### config.mk
export PLATFORM = sky130hd
export DESIGN_NAME = cascaded_attitude_rate_pi_mixer
export DESIGN_NICKNAME = d
export VERILOG_FILES = /design/src/sv/carpm_pkg.sv /design/src/sv/cascaded_attitude_rate_pi_mixer.sv
export SDC_FILE = /design/constraint.sdc
export NUM_CORES = 2
export LEC_CHECK = 0
export BUFFER_PORTS_ARGS = -buffer_cell sky130_fd_sc_hd__buf_4
export CORE_MARGIN = 4
export CORE_UTILIZATION = 58
export DETAILED_ROUTE_END_ITERATION = 6
export HOLD_SLACK_MARGIN = 0.15
export PLACE_DENSITY_LB_ADDON = 0.15
export SYNTH_ARGS = -nofsm -noshare
export SYNTH_HDL_FRONTEND = slang
export SYNTH_SLANG_ARGS = --single-unit
### constraint.sdc
create_clock -name clk -period 9.22 [get_ports clk]
set_clock_uncertainty 0.15 [all_clocks]
set_input_delay 0.461 -clock clk [delete_from_list [all_inputs] [get_ports clk]]
set_output_delay 0.461 -clock clk [all_outputs]
set_load 0.03 [all_outputs]
### src/sv/carpm_pkg.sv
// Shared types, constants and microcode program of the cascaded attitude/rate controller.
`timescale 1ns / 1ps

package carpm_pkg;

	// Storage width of the error integrals
	localparam int INTEGRAL_WIDTH_DFLT = 40;

	// Idle throttle handling and motor range
	localparam logic [11:0] IDLE_THROTTLE = 12'd1100;
	localparam logic [11:0] IDLE_MOTOR    = 12'd1000;
	localparam logic [11:0] MOTOR_MAX     = 12'd4095;

	// Register indexes
	localparam logic [2:0] REG_OUTER_P    = 3'd0;
	localparam logic [2:0] REG_OUTER_I    = 3'd1;
	localparam logic [2:0] REG_INNER_P    = 3'd2;
	localparam logic [2:0] REG_INNER_I    = 3'd3;
	localparam logic [2:0] REG_TARGET     = 3'd4;
	localparam logic [2:0] REG_ANG_LIMIT  = 3'd5;
	localparam logic [2:0] REG_RATE_LIMIT = 3'd6;
	localparam logic [2:0] REG_OUT_LIMITS = 3'd7;

	// Register reset values
	localparam logic [47:0] OUTER_P_RST    = 48'h0000_1800_1800;
	localparam logic [47:0] OUTER_I_RST    = 48'h0000_0000_0000;
	localparam logic [47:0] INNER_P_RST    = 48'h0000_1000_1000;
	localparam logic [47:0] INNER_I_RST    = 48'h0000_0000_0000;
	localparam logic [47:0] TARGET_RST     = 48'h1680_0000_0000;
	localparam logic [14:0] ANG_LIMIT_RST  = 15'd3200;
	localparam logic [14:0] RATE_LIMIT_RST = 15'd640;
	localparam logic [31:0] OUT_LIMITS_RST = 32'h00C8_0640;

	// Axis codes
	localparam logic [1:0] AXIS_ROLL  = 2'd0;
	localparam logic [1:0] AXIS_PITCH = 2'd1;
	localparam logic [1:0] AXIS_YAW   = 2'd2;
	localparam logic [1:0] AXIS_LAST  = AXIS_YAW;

	// Control loop codes
	localparam logic STAGE_OUTER = 1'b0;
	localparam logic STAGE_INNER = 1'b1;

	// Program addresses
	localparam int STEP_W = 4;
	localparam logic [STEP_W-1:0] STEP_ANG_ERR  = 4'd0;
	localparam logic [STEP_W-1:0] STEP_O_EDT    = 4'd1;
	localparam logic [STEP_W-1:0] STEP_O_IADD   = 4'd2;
	localparam logic [STEP_W-1:0] STEP_O_IWR    = 4'd3;
	localparam logic [STEP_W-1:0] STEP_O_IKI    = 4'd4;
	localparam logic [STEP_W-1:0] STEP_O_SUM    = 4'd5;
	localparam logic [STEP_W-1:0] STEP_CMD      = 4'd6;
	localparam logic [STEP_W-1:0] STEP_RATE_ERR = 4'd7;
	localparam logic [STEP_W-1:0] STEP_I_EDT    = 4'd8;
	localparam logic [STEP_W-1:0] STEP_I_IADD   = 4'd9;
	localparam logic [STEP_W-1:0] STEP_I_IWR    = 4'd10;
	localparam logic [STEP_W-1:0] STEP_I_IKI    = 4'd11;
	localparam logic [STEP_W-1:0] STEP_I_SUM    = 4'd12;
	localparam logic [STEP_W-1:0] STEP_CORR     = 4'd13;
	localparam logic [STEP_W-1:0] STEP_DONE     = 4'd14;

	// Multiplier operand pairs
	typedef enum logic [1:0] {
		MUL_NONE,
		MUL_E_DT,
		MUL_E_KP,
		MUL_I_KI
	} mul_sel_t;

	// Accumulator operations
	typedef enum logic [1:0] {
		ACC_HOLD,
		ACC_INT_ADD,
		ACC_LOAD_P,
		ACC_ADD_PSH
	} acc_op_t;

	// Error register operations
	typedef enum logic [1:0] {
		E_HOLD,
		E_ANGLE,
		E_RATE
	} e_op_t;

	// Loop result operations
	typedef enum logic [1:0] {
		FIN_NONE,
		FIN_CMD,
		FIN_CORR
	} fin_op_t;

	// Sequencing
	typedef enum logic [1:0] {
		JMP_NEXT,
		JMP_AXIS,
		JMP_DONE
	} jmp_t;

	typedef struct packed {
		logic              stage;
		mul_sel_t          mul;
		acc_op_t           acc;
		logic              int_wr;
		e_op_t             e_op;
		fin_op_t           fin;
		jmp_t              jmp;
		logic [STEP_W-1:0] target;
	} ucode_t;

	localparam ucode_t UC_NOP = '{
		stage:  STAGE_OUTER,
		mul:    MUL_NONE,
		acc:    ACC_HOLD,
		int_wr: 1'b0,
		e_op:   E_HOLD,
		fin:    FIN_NONE,
		jmp:    JMP_NEXT,
		target: STEP_ANG_ERR
	};

	// Control store: one word per program step
	function automatic ucode_t ucode_rom(input logic [STEP_W-1:0] pc);
		ucode_t uc;
		uc = UC_NOP;
		case (pc)
			STEP_ANG_ERR: uc.e_op = E_ANGLE;
			STEP_O_EDT, STEP_I_EDT: uc.mul = MUL_E_DT;
			STEP_O_IADD, STEP_I_IADD: begin
				uc.acc = ACC_INT_ADD;
				uc.mul = MUL_E_KP;
			end
			STEP_O_IWR, STEP_I_IWR: begin
				uc.int_wr = 1'b1;
				uc.acc    = ACC_LOAD_P;
			end
			STEP_O_IKI, STEP_I_IKI: uc.mul = MUL_I_KI;
			STEP_O_SUM, STEP_I_SUM: uc.acc = ACC_ADD_PSH;
			STEP_CMD: uc.fin = FIN_CMD;
			STEP_RATE_ERR: uc.e_op = E_RATE;
			STEP_CORR: begin
				uc.fin    = FIN_CORR;
				uc.jmp    = JMP_AXIS;
				uc.target = STEP_ANG_ERR;
			end
			STEP_DONE: uc.jmp = JMP_DONE;
			default: uc.jmp = JMP_DONE;
		endcase
		uc.stage = (pc >= STEP_RATE_ERR) ? STAGE_INNER : STAGE_OUTER;
		return uc;
	endfunction

endpackage

### src/sv/cascaded_attitude_rate_pi_mixer.sv
// Cascaded attitude/rate PI controller with X motor mixer, run by a microcoded sequencer.
// Each input word runs 14 program steps per axis on one shared 32x17 multiplier, three
// axes, then one mixing step into the output register, which waits while the output is
// stalled; no new input word is accepted until then.
// A new input word is taken while the previous result still waits in the output register.
// Reset (arst_n low) clears the sequencer, the output valid, all integrals to zero and
// loads the register defaults; no clearing pass is needed.
`timescale 1ns / 1ps

module cascaded_attitude_rate_pi_mixer #(
	parameter int INTEGRAL_WIDTH = carpm_pkg::INTEGRAL_WIDTH_DFLT
) (
	input  logic                        clk,
	input  logic                        arst_n,
	// roll_angle, pitch_angle, yaw_angle, roll_rate, pitch_rate, yaw_rate (16 each),
	// throttle (12), elapsed_time (16), 4 bits zero
	input  logic                        s_axis_tvalid,
	output logic                        s_axis_tready,
	input  logic [127:0]                s_axis_tdata,
	// motor_a, motor_b, motor_c, motor_d (12 each)
	output logic                        m_axis_tvalid,
	input  logic                        m_axis_tready,
	output logic [47:0]                 m_axis_tdata,
	// idle
	output logic [0:0]                  m_axis_tuser,
	input  logic                        psel,
	input  logic                        penable,
	input  logic                        pwrite,
	input  logic [5:0]                  paddr,
	input  logic [63:0]                 pwdata,
	output logic [63:0]                 prdata,
	output logic                        pready
);

	// Configuration registers
	logic [47:0] outer_p_q, outer_i_q, inner_p_q, inner_i_q, target_q;
	logic [14:0] ang_lim_q, rate_lim_q;
	logic [31:0] out_lim_q;

	// Sequencer
	logic                           busy_q;
	logic [carpm_pkg::STEP_W-1:0]   pc_q;
	logic [1:0]                     axis_q;
	carpm_pkg::ucode_t              uc;

	// Datapath
	logic [127:0]                   in_q;
	logic signed [17:0]             e_q;
	logic signed [35:0]             acc_q;
	logic signed [48:0]             p_q;
	logic signed [16:0]             c_q;
	logic signed [16:0]             corr_q [3];
	logic signed [INTEGRAL_WIDTH-1:0] ang_int_q [3];
	logic signed [INTEGRAL_WIDTH-1:0] rate_int_q [3];

	// Output register
	logic        m_tvalid_q;
	logic [47:0] m_data_q;
	logic        m_user_q;

	logic in_acc, cfg_wr, done_go;
	logic [15:0] dt;
	logic [11:0] thr;
	logic signed [15:0] ang_sel, rate_sel, tgt_sel, kp_sel, ki_sel;
	logic [47:0] kp_reg, ki_reg;
	logic signed [INTEGRAL_WIDTH-1:0] int_rd_w;
	logic signed [31:0] int_rd, int_clamped;
	logic [14:0] int_lim;
	logic signed [31:0] mul_a;
	logic signed [16:0] mul_b;
	logic signed [48:0] mul_prod;
	logic signed [16:0] cmd_next, corr_next;
	logic signed [18:0] mot_a, mot_b, mot_c, mot_d;
	logic [47:0] mix_data;
	logic        mix_idle;

	function automatic logic signed [15:0] field16(input logic [47:0] r, input logic [1:0] ax);
		logic signed [15:0] f;
		case (ax)
			carpm_pkg::AXIS_ROLL:  f = r[15:0];
			carpm_pkg::AXIS_PITCH: f = r[31:16];
			default:               f = r[47:32];
		endcase
		return f;
	endfunction

	function automatic logic [11:0] sat_motor(input logic signed [18:0] x);
		logic [11:0] m;
		if (x < 19'sd0)
			m = '0;
		else if (x > signed'({7'd0, carpm_pkg::MOTOR_MAX}))
			m = carpm_pkg::MOTOR_MAX;
		else
			m = x[11:0];
		return m;
	endfunction

	// Decode the current program step
	assign uc = carpm_pkg::ucode_rom(pc_q);

	assign s_axis_tready = !busy_q;
	assign in_acc = s_axis_tvalid && s_axis_tready;
	assign pready = 1'b1;
	assign cfg_wr = psel && penable && pwrite && pready;
	assign done_go = busy_q && uc.jmp == carpm_pkg::JMP_DONE && (!m_tvalid_q || m_axis_tready);

	// Pick input fields, gains and stored integral for the current axis and loop
	assign dt  = in_q[123:108];
	assign thr = in_q[107:96];

	always_comb begin
		case (axis_q)
			carpm_pkg::AXIS_ROLL: begin
				ang_sel  = in_q[15:0];
				rate_sel = in_q[63:48];
			end
			carpm_pkg::AXIS_PITCH: begin
				ang_sel  = in_q[31:16];
				rate_sel = in_q[79:64];
			end
			default: begin
				ang_sel  = in_q[47:32];
				rate_sel = in_q[95:80];
			end
		endcase
	end

	assign kp_reg  = (uc.stage == carpm_pkg::STAGE_INNER) ? inner_p_q : outer_p_q;
	assign ki_reg  = (uc.stage == carpm_pkg::STAGE_INNER) ? inner_i_q : outer_i_q;
	assign kp_sel  = field16(kp_reg, axis_q);
	assign ki_sel  = field16(ki_reg, axis_q);
	assign tgt_sel = field16(target_q, axis_q);
	assign int_lim = (uc.stage == carpm_pkg::STAGE_INNER) ? rate_lim_q : ang_lim_q;

	always_comb begin
		case ({uc.stage, axis_q})
			{carpm_pkg::STAGE_OUTER, carpm_pkg::AXIS_ROLL}:  int_rd_w = ang_int_q[0];
			{carpm_pkg::STAGE_OUTER, carpm_pkg::AXIS_PITCH}: int_rd_w = ang_int_q[1];
			{carpm_pkg::STAGE_OUTER, carpm_pkg::AXIS_YAW}:   int_rd_w = ang_int_q[2];
			{carpm_pkg::STAGE_INNER, carpm_pkg::AXIS_ROLL}:  int_rd_w = rate_int_q[0];
			{carpm_pkg::STAGE_INNER, carpm_pkg::AXIS_PITCH}: int_rd_w = rate_int_q[1];
			default:                                          int_rd_w = rate_int_q[2];
		endcase
	end

	// Integrals never leave the clamp range, so the low 32 bits carry the value
	assign int_rd = int_rd_w[31:0];

	// Shared multiplier
	always_comb begin
		case (uc.mul)
			carpm_pkg::MUL_E_DT: begin
				mul_a = 32'(e_q);
				mul_b = signed'({1'b0, dt});
			end
			carpm_pkg::MUL_E_KP: begin
				mul_a = 32'(e_q);
				mul_b = 17'(kp_sel);
			end
			carpm_pkg::MUL_I_KI: begin
				mul_a = int_rd;
				mul_b = 17'(ki_sel);
			end
			default: begin
				mul_a = '0;
				mul_b = '0;
			end
		endcase
	end

	assign mul_prod = mul_a * mul_b;

	// Clamp the new integral symmetrically
	always_comb begin
		logic signed [35:0] lim36;
		lim36 = signed'({5'd0, int_lim, 16'd0});
		if (acc_q > lim36)
			int_clamped = lim36[31:0];
		else if (acc_q < -lim36)
			int_clamped = 32'(-lim36);
		else
			int_clamped = acc_q[31:0];
	end

	// Round the rate command half up to 1/32 deg/s, then clamp
	always_comb begin
		logic signed [36:0] rnd_sum;
		logic signed [24:0] cmd_raw, lim25;
		rnd_sum = 37'(acc_q) + 37'sd2048;
		cmd_raw = rnd_sum[36:12];
		lim25   = signed'({9'd0, out_lim_q[15:0]});
		if (cmd_raw > lim25)
			cmd_next = lim25[16:0];
		else if (cmd_raw < -lim25)
			cmd_next = 17'(-lim25);
		else
			cmd_next = cmd_raw[16:0];
	end

	// Truncate the correction toward zero to whole counts, then clamp
	always_comb begin
		logic signed [36:0] trn_sum;
		logic signed [19:0] corr_raw, lim20;
		trn_sum  = 37'(acc_q) + (acc_q[35] ? 37'sd131071 : 37'sd0);
		corr_raw = trn_sum[36:17];
		lim20    = signed'({4'd0, out_lim_q[31:16]});
		if (corr_raw > lim20)
			corr_next = lim20[16:0];
		else if (corr_raw < -lim20)
			corr_next = 17'(-lim20);
		else
			corr_next = corr_raw[16:0];
	end

	// X mixer with idle override
	always_comb begin
		logic signed [18:0] thr19;
		thr19 = signed'({7'd0, thr});
		mot_a = thr19 + 19'(corr_q[1]) + 19'(corr_q[2]);
		mot_b = thr19 + 19'(corr_q[0]) - 19'(corr_q[2]);
		mot_c = thr19 - 19'(corr_q[1]) + 19'(corr_q[2]);
		mot_d = thr19 - 19'(corr_q[0]) - 19'(corr_q[2]);
		mix_idle = thr < carpm_pkg::IDLE_THROTTLE;
		if (mix_idle)
			mix_data = {4{carpm_pkg::IDLE_MOTOR}};
		else
			mix_data = {sat_motor(mot_d), sat_motor(mot_c), sat_motor(mot_b), sat_motor(mot_a)};
	end

	// Control state, integrals and configuration
	always_ff @(posedge clk or negedge arst_n) begin
		if (!arst_n) begin
			busy_q     <= 1'b0;
			pc_q       <= carpm_pkg::STEP_ANG_ERR;
			axis_q     <= carpm_pkg::AXIS_ROLL;
			m_tvalid_q <= 1'b0;
			for (int i = 0; i < 3; i++) begin
				ang_int_q[i]  <= '0;
				rate_int_q[i] <= '0;
			end
			outer_p_q  <= carpm_pkg::OUTER_P_RST;
			outer_i_q  <= carpm_pkg::OUTER_I_RST;
			inner_p_q  <= carpm_pkg::INNER_P_RST;
			inner_i_q  <= carpm_pkg::INNER_I_RST;
			target_q   <= carpm_pkg::TARGET_RST;
			ang_lim_q  <= carpm_pkg::ANG_LIMIT_RST;
			rate_lim_q <= carpm_pkg::RATE_LIMIT_RST;
			out_lim_q  <= carpm_pkg::OUT_LIMITS_RST;
		end else begin
			// Register writes
			if (cfg_wr) begin
				case (paddr[5:3])
					carpm_pkg::REG_OUTER_P:    outer_p_q  <= pwdata[47:0];
					carpm_pkg::REG_OUTER_I:    outer_i_q  <= pwdata[47:0];
					carpm_pkg::REG_INNER_P:    inner_p_q  <= pwdata[47:0];
					carpm_pkg::REG_INNER_I:    inner_i_q  <= pwdata[47:0];
					carpm_pkg::REG_TARGET:     target_q   <= pwdata[47:0];
					carpm_pkg::REG_ANG_LIMIT:  ang_lim_q  <= pwdata[14:0];
					carpm_pkg::REG_RATE_LIMIT: rate_lim_q <= pwdata[14:0];
					default:                   out_lim_q  <= pwdata[31:0];
				endcase
			end

			// Store the clamped integral
			if (busy_q && uc.int_wr) begin
				case ({uc.stage, axis_q})
					{carpm_pkg::STAGE_OUTER, carpm_pkg::AXIS_ROLL}:
						ang_int_q[0] <= INTEGRAL_WIDTH'(int_clamped);
					{carpm_pkg::STAGE_OUTER, carpm_pkg::AXIS_PITCH}:
						ang_int_q[1] <= INTEGRAL_WIDTH'(int_clamped);
					{carpm_pkg::STAGE_OUTER, carpm_pkg::AXIS_YAW}:
						ang_int_q[2] <= INTEGRAL_WIDTH'(int_clamped);
					{carpm_pkg::STAGE_INNER, carpm_pkg::AXIS_ROLL}:
						rate_int_q[0] <= INTEGRAL_WIDTH'(int_clamped);
					{carpm_pkg::STAGE_INNER, carpm_pkg::AXIS_PITCH}:
						rate_int_q[1] <= INTEGRAL_WIDTH'(int_clamped);
					default:
						rate_int_q[2] <= INTEGRAL_WIDTH'(int_clamped);
				endcase
			end

			// Advance the program
			if (in_acc) begin
				busy_q <= 1'b1;
				pc_q   <= carpm_pkg::STEP_ANG_ERR;
				axis_q <= carpm_pkg::AXIS_ROLL;
			end else if (busy_q) begin
				case (uc.jmp)
					carpm_pkg::JMP_AXIS: begin
						if (axis_q == carpm_pkg::AXIS_LAST) begin
							axis_q <= carpm_pkg::AXIS_ROLL;
							pc_q   <= pc_q + 1'b1;
						end else begin
							axis_q <= axis_q + 1'b1;
							pc_q   <= uc.target;
						end
					end
					carpm_pkg::JMP_DONE: begin
						if (done_go) begin
							busy_q <= 1'b0;
							pc_q   <= carpm_pkg::STEP_ANG_ERR;
						end
					end
					default: pc_q <= pc_q + 1'b1;
				endcase
			end

			// Output word valid
			if (done_go)
				m_tvalid_q <= 1'b1;
			else if (m_axis_tready)
				m_tvalid_q <= 1'b0;
		end
	end

	// Datapath registers
	always_ff @(posedge clk) begin
		if (in_acc)
			in_q <= s_axis_tdata;

		if (busy_q) begin
			case (uc.e_op)
				carpm_pkg::E_ANGLE: e_q <= 18'(tgt_sel) - 18'(ang_sel);
				carpm_pkg::E_RATE:  e_q <= 18'(c_q) - 18'(rate_sel);
				default: ;
			endcase

			if (uc.mul != carpm_pkg::MUL_NONE)
				p_q <= mul_prod;

			// Integral term enters shifted down with its sign kept
			case (uc.acc)
				carpm_pkg::ACC_INT_ADD: acc_q <= 36'(int_rd) + p_q[35:0];
				carpm_pkg::ACC_LOAD_P:  acc_q <= p_q[35:0];
				carpm_pkg::ACC_ADD_PSH: acc_q <= acc_q + 36'(signed'(p_q[48:16]));
				default: ;
			endcase

			case (uc.fin)
				carpm_pkg::FIN_CMD: c_q <= cmd_next;
				carpm_pkg::FIN_CORR: begin
					case (axis_q)
						carpm_pkg::AXIS_ROLL:  corr_q[0] <= corr_next;
						carpm_pkg::AXIS_PITCH: corr_q[1] <= corr_next;
						default:               corr_q[2] <= corr_next;
					endcase
				end
				default: ;
			endcase
		end

		// Load the output word
		if (done_go) begin
			m_data_q <= mix_data;
			m_user_q <= mix_idle;
		end
	end

	assign m_axis_tvalid   = m_tvalid_q;
	assign m_axis_tdata    = m_data_q;
	assign m_axis_tuser[0] = m_user_q;

	// Register read back
	always_comb begin
		case (paddr[5:3])
			carpm_pkg::REG_OUTER_P:    prdata = {16'd0, outer_p_q};
			carpm_pkg::REG_OUTER_I:    prdata = {16'd0, outer_i_q};
			carpm_pkg::REG_INNER_P:    prdata = {16'd0, inner_p_q};
			carpm_pkg::REG_INNER_I:    prdata = {16'd0, inner_i_q};
			carpm_pkg::REG_TARGET:     prdata = {16'd0, target_q};
			carpm_pkg::REG_ANG_LIMIT:  prdata = {49'd0, ang_lim_q};
			carpm_pkg::REG_RATE_LIMIT: prdata = {49'd0, rate_lim_q};
			default:                   prdata = {32'd0, out_lim_q};
		endcase
	end

	// An accepted word starts the program at the first step of the roll axis
	a_start: assert property (@(posedge clk) disable iff (!arst_n)
		in_acc |=> busy_q && pc_q == carpm_pkg::STEP_ANG_ERR &&
			axis_q == carpm_pkg::AXIS_ROLL)
		else $error("program did not start at the first step");

	// The axis loop leaves for the mixing step only after yaw
	a_axis_exit: assert property (@(posedge clk) disable iff (!arst_n)
		busy_q && uc.jmp == carpm_pkg::JMP_AXIS && axis_q == carpm_pkg::AXIS_LAST |=>
			pc_q == carpm_pkg::STEP_DONE && axis_q == carpm_pkg::AXIS_ROLL)
		else $error("axis loop exit went wrong");

	// A result appears only from the mixing step
	a_out_src: assert property (@(posedge clk) disable iff (!arst_n)
		$rose(m_axis_tvalid) |-> $past(busy_q && pc_q == carpm_pkg::STEP_DONE))
		else $error("output word raised outside the mixing step");

	// Idle words carry the idle motor value on all four motors
	a_idle_out: assert property (@(posedge clk) disable iff (!arst_n)
		m_axis_tvalid && m_axis_tuser[0] |->
			m_axis_tdata == {4{carpm_pkg::IDLE_MOTOR}})
		else $error("idle word with non-idle motor values");

endmodule
==> metrics <==
Iteration-0 DRC Markers=6478; Area Growth Syn to Fin=17.9%; Top Ports=approximately 320; Die Y=360 um; Hold Slack=289 ps; failing checks=DRC; # rows=between 100 and 150; critical path's top delay family=adder cells; CP Max Fanout=14; commonest non-fill, non-tap cell in the layout=nand2_1; GRT busiest layer=met2; DPL Wire Length=190000 um; post-route setup TNS=0 ps; Final Hold Viols=0; fin util=0.692; CP most frequent cell=fa_1; #FFs+latches synth=846; final net count=9313; EDFF count, synth=344; crit path DAT=approximately 9400 ps; Chip Width=360 um; Crit path depth=32; Root Buffer=clkbuf_16; GR Util All Layers=0.378; top cells by area, synth=dfrtp_1 17%, fa_1 16%, edfxtp_1 14%, ha_1 7.9%, mux2_2 5.0%; Total Routed Length=249000 um; Inserted Clock Buffers=94; fillers=9430; port bufs=280; slowest library cell on the worst path=mux4_2; Critical Path Start=pc_q[1]$_DFFE_PN0P_; Slew Limit Headroom=0.116; remaining global-route overflow=0; worst-margin pin slew=1320 ps; Crit Path Class=register to register; clk_lat worst skew=740 ps; Main synth FF type=dfrtp_1; Min Clock Period, post-route=9100 ps; DRC errors left=3; Cells after Synth=7395; 1st-pass router iterations=7; crit path to=p_q[47]$_DFFE_PP_; first-pass GRT wire length=around 370000 um; Post-DRT Antenna Nets=0; Avg Vias per Cell=6.21; fin. max-slew vios=0; Seq/Total Area, Yosys=0.319; RR Endpoint=p_q[47]$_DFFE_PP_; endpoints failing setup=0; post-synth top area share=0.167; maximum clock path buffer count=3; startpoint class of the critical path=register; VDD IR max=0.325 mV; Routability Congestion=1.00; register-to-register setup slack=120 ps; vias=slightly above 60000; Avg Inst Size Synth=9.73 um^2; initial antenna violation count=22; CTS tree=done; met3 Usage GRT=0.105; Slowest Stage Delay on Critical Path=between 600 and 700 ps; CTS clk-pin slew, worst paths=about 60 ps; power per standard cell area=396 nW/um^2; RSZ-0062 raised after global routing=true; Die Area=roughly 130000 um^2; most frequent cells in the layout=822 x nand2_1, 818 x inv_1, 725 x buf_4; GR Util met2=0.572; Starting Density=0.587; Setup crit end kind=register; worst reg2reg startpoint=pc_q[1]$_DFFE_PN0P_; Worst Path Buf+Inv=11; largest net degree at the start of global routing=174; sequential standard cell area=22900 um^2; Max H-tree Level=3; vias in the first global route=60400; multi-input logic area=45100 um^2; Synth async-reset ratio=0.593; yosys warns=0; min-delay worst type=primary input to register; Leakage=38.7 nW; post-synthesis cell area=71900 um^2; DR WL/cell=25.4 um; fmax=around 110 MHz; CTS sink cnt=846; Worst Path Required=9520 ps; Final period util=0.986; status=complete, but fails checks; share of layout cells above drive strength 1=0.185; total core area=123000 um^2; max-cap violation count=0; hold_sp=s_axis_tdata[15]; Yosys cell types=84; leading area contributor after synthesis=dfrtp_1; worst reg-to-reg path cell count=32; GRT met1 Usage=0.505
registers in the layout (all words and copies together), names as in the netlist, 36 cells and up:
name,cells
outer_i_q,48
acc_q,36
rate_int_q,96
inner_i_q,48
m_axis_tdata,48
target_q,48
p_q,49
in_q,124
ang_int_q,96
corr_q,51
inner_p_q,48
outer_p_q,48
power by group:
group	internal, W	leakage (nW)	switching, W
clock	0.00235	1.62	0.00172
sequential	0.00544	9.71	0.000971
combinational	0.00924	27.3	0.0138
repair_timing:
action,in CTS,in global routing
hold endpoints to repair,544,0
gates cloned,0,3
gates resized for setup,34,85
hold buffers,175,0
pin swaps,1,32
setup endpoints to repair,16,18
buffers inserted,1,28
synthesized netlist by cell type, types with 55 or more instances:
cell type	instances
a21o_1	102
a21oi_1	332
a22oi_1	96
a31oi_1	55
and2_1	59
clkbuf_1	310
dfrtp_1	481
edfxtp_1	344
fa_1	574
ha_1	455
inv_1	821
mux2_2	321
mux2i_1	132
mux4_2	70
nand2_1	825
nand2b_1	58
nand3_1	105
nor2_1	569
nor2b_1	88
nor3_1	90
o21a_1	55
o21ai_0	515
or3_1	66
xnor2_1	157
xor2_1	88
cells by family (layout without fill, tap and decap cells):
kind of cell | Yosys count | in the layout | synth area share
xor gates and xnor gates | 245 | 245 | 0.0298
adders and majority gates | 1029 | 1029 | 0.239
AOI/OAI and AO/OA | 1500 | 1500 | 0.130
DFF | 846 | 846 | 0.319
other | 2 | 26 | 0.000104
muxes | 523 | 523 | 0.0905
buffers and inverters | 1204 | 1952 | 0.0641
and+or+nand+nor | 2046 | 2046 | 0.128
per-layer routing:
layer,routed length (um),up-vias
met4,14400,8
met1,97300,30200
met3,27500,691
met5,57,-
met2,110000,3255
li1,-,26700
per-stage QoR:
stage               worst slack, ps  cell area (um^2)  std cells  total power, W
CTS                           0.774             84100       9752          0.0326
finish                          125             84800       9792          0.0336
detailed placement             -410             78900       9401          0.0283
global route                  -66.5             84700       9784          0.0358
floorplan                      69.7             72000       7410          0.0194
global placement               -337             78900       9401          0.0279
worst min path at each step:
| stage | endpoint | slack [ps] | cells past startpoint |
|---|---|---|---|
| finish | in_q[15]$_DFFE_PP_ | 290 | 2 |
| floorplan | ang_int_q[0]$_DFFE_PN0P_ | 20 | 0 |
| detailed placement | rate_int_q[99]$_DFFE_PN0P_ | 320 | 2 |
| CTS | out_lim_q[19]$_DFFE_PN1P_ | 220 | 5 |
| global route | in_q[0]$_DFFE_PP_ | 270 | 2 |
| global placement | rate_int_q[99]$_DFFE_PN0P_ | 310 | 2 |
final cells by class:
type	instances	share of cell area
timing repair buffer	955	0.0972
multi-input combinational	5360	0.532
tap	1625	0.0240
inverter	822	0.0364
antenna	9	0.000266
sequential	846	0.270
clock buffer	129	0.0318
clock inverter	46	0.00748
No activity file was read; power rests on OpenSTA's default activity.
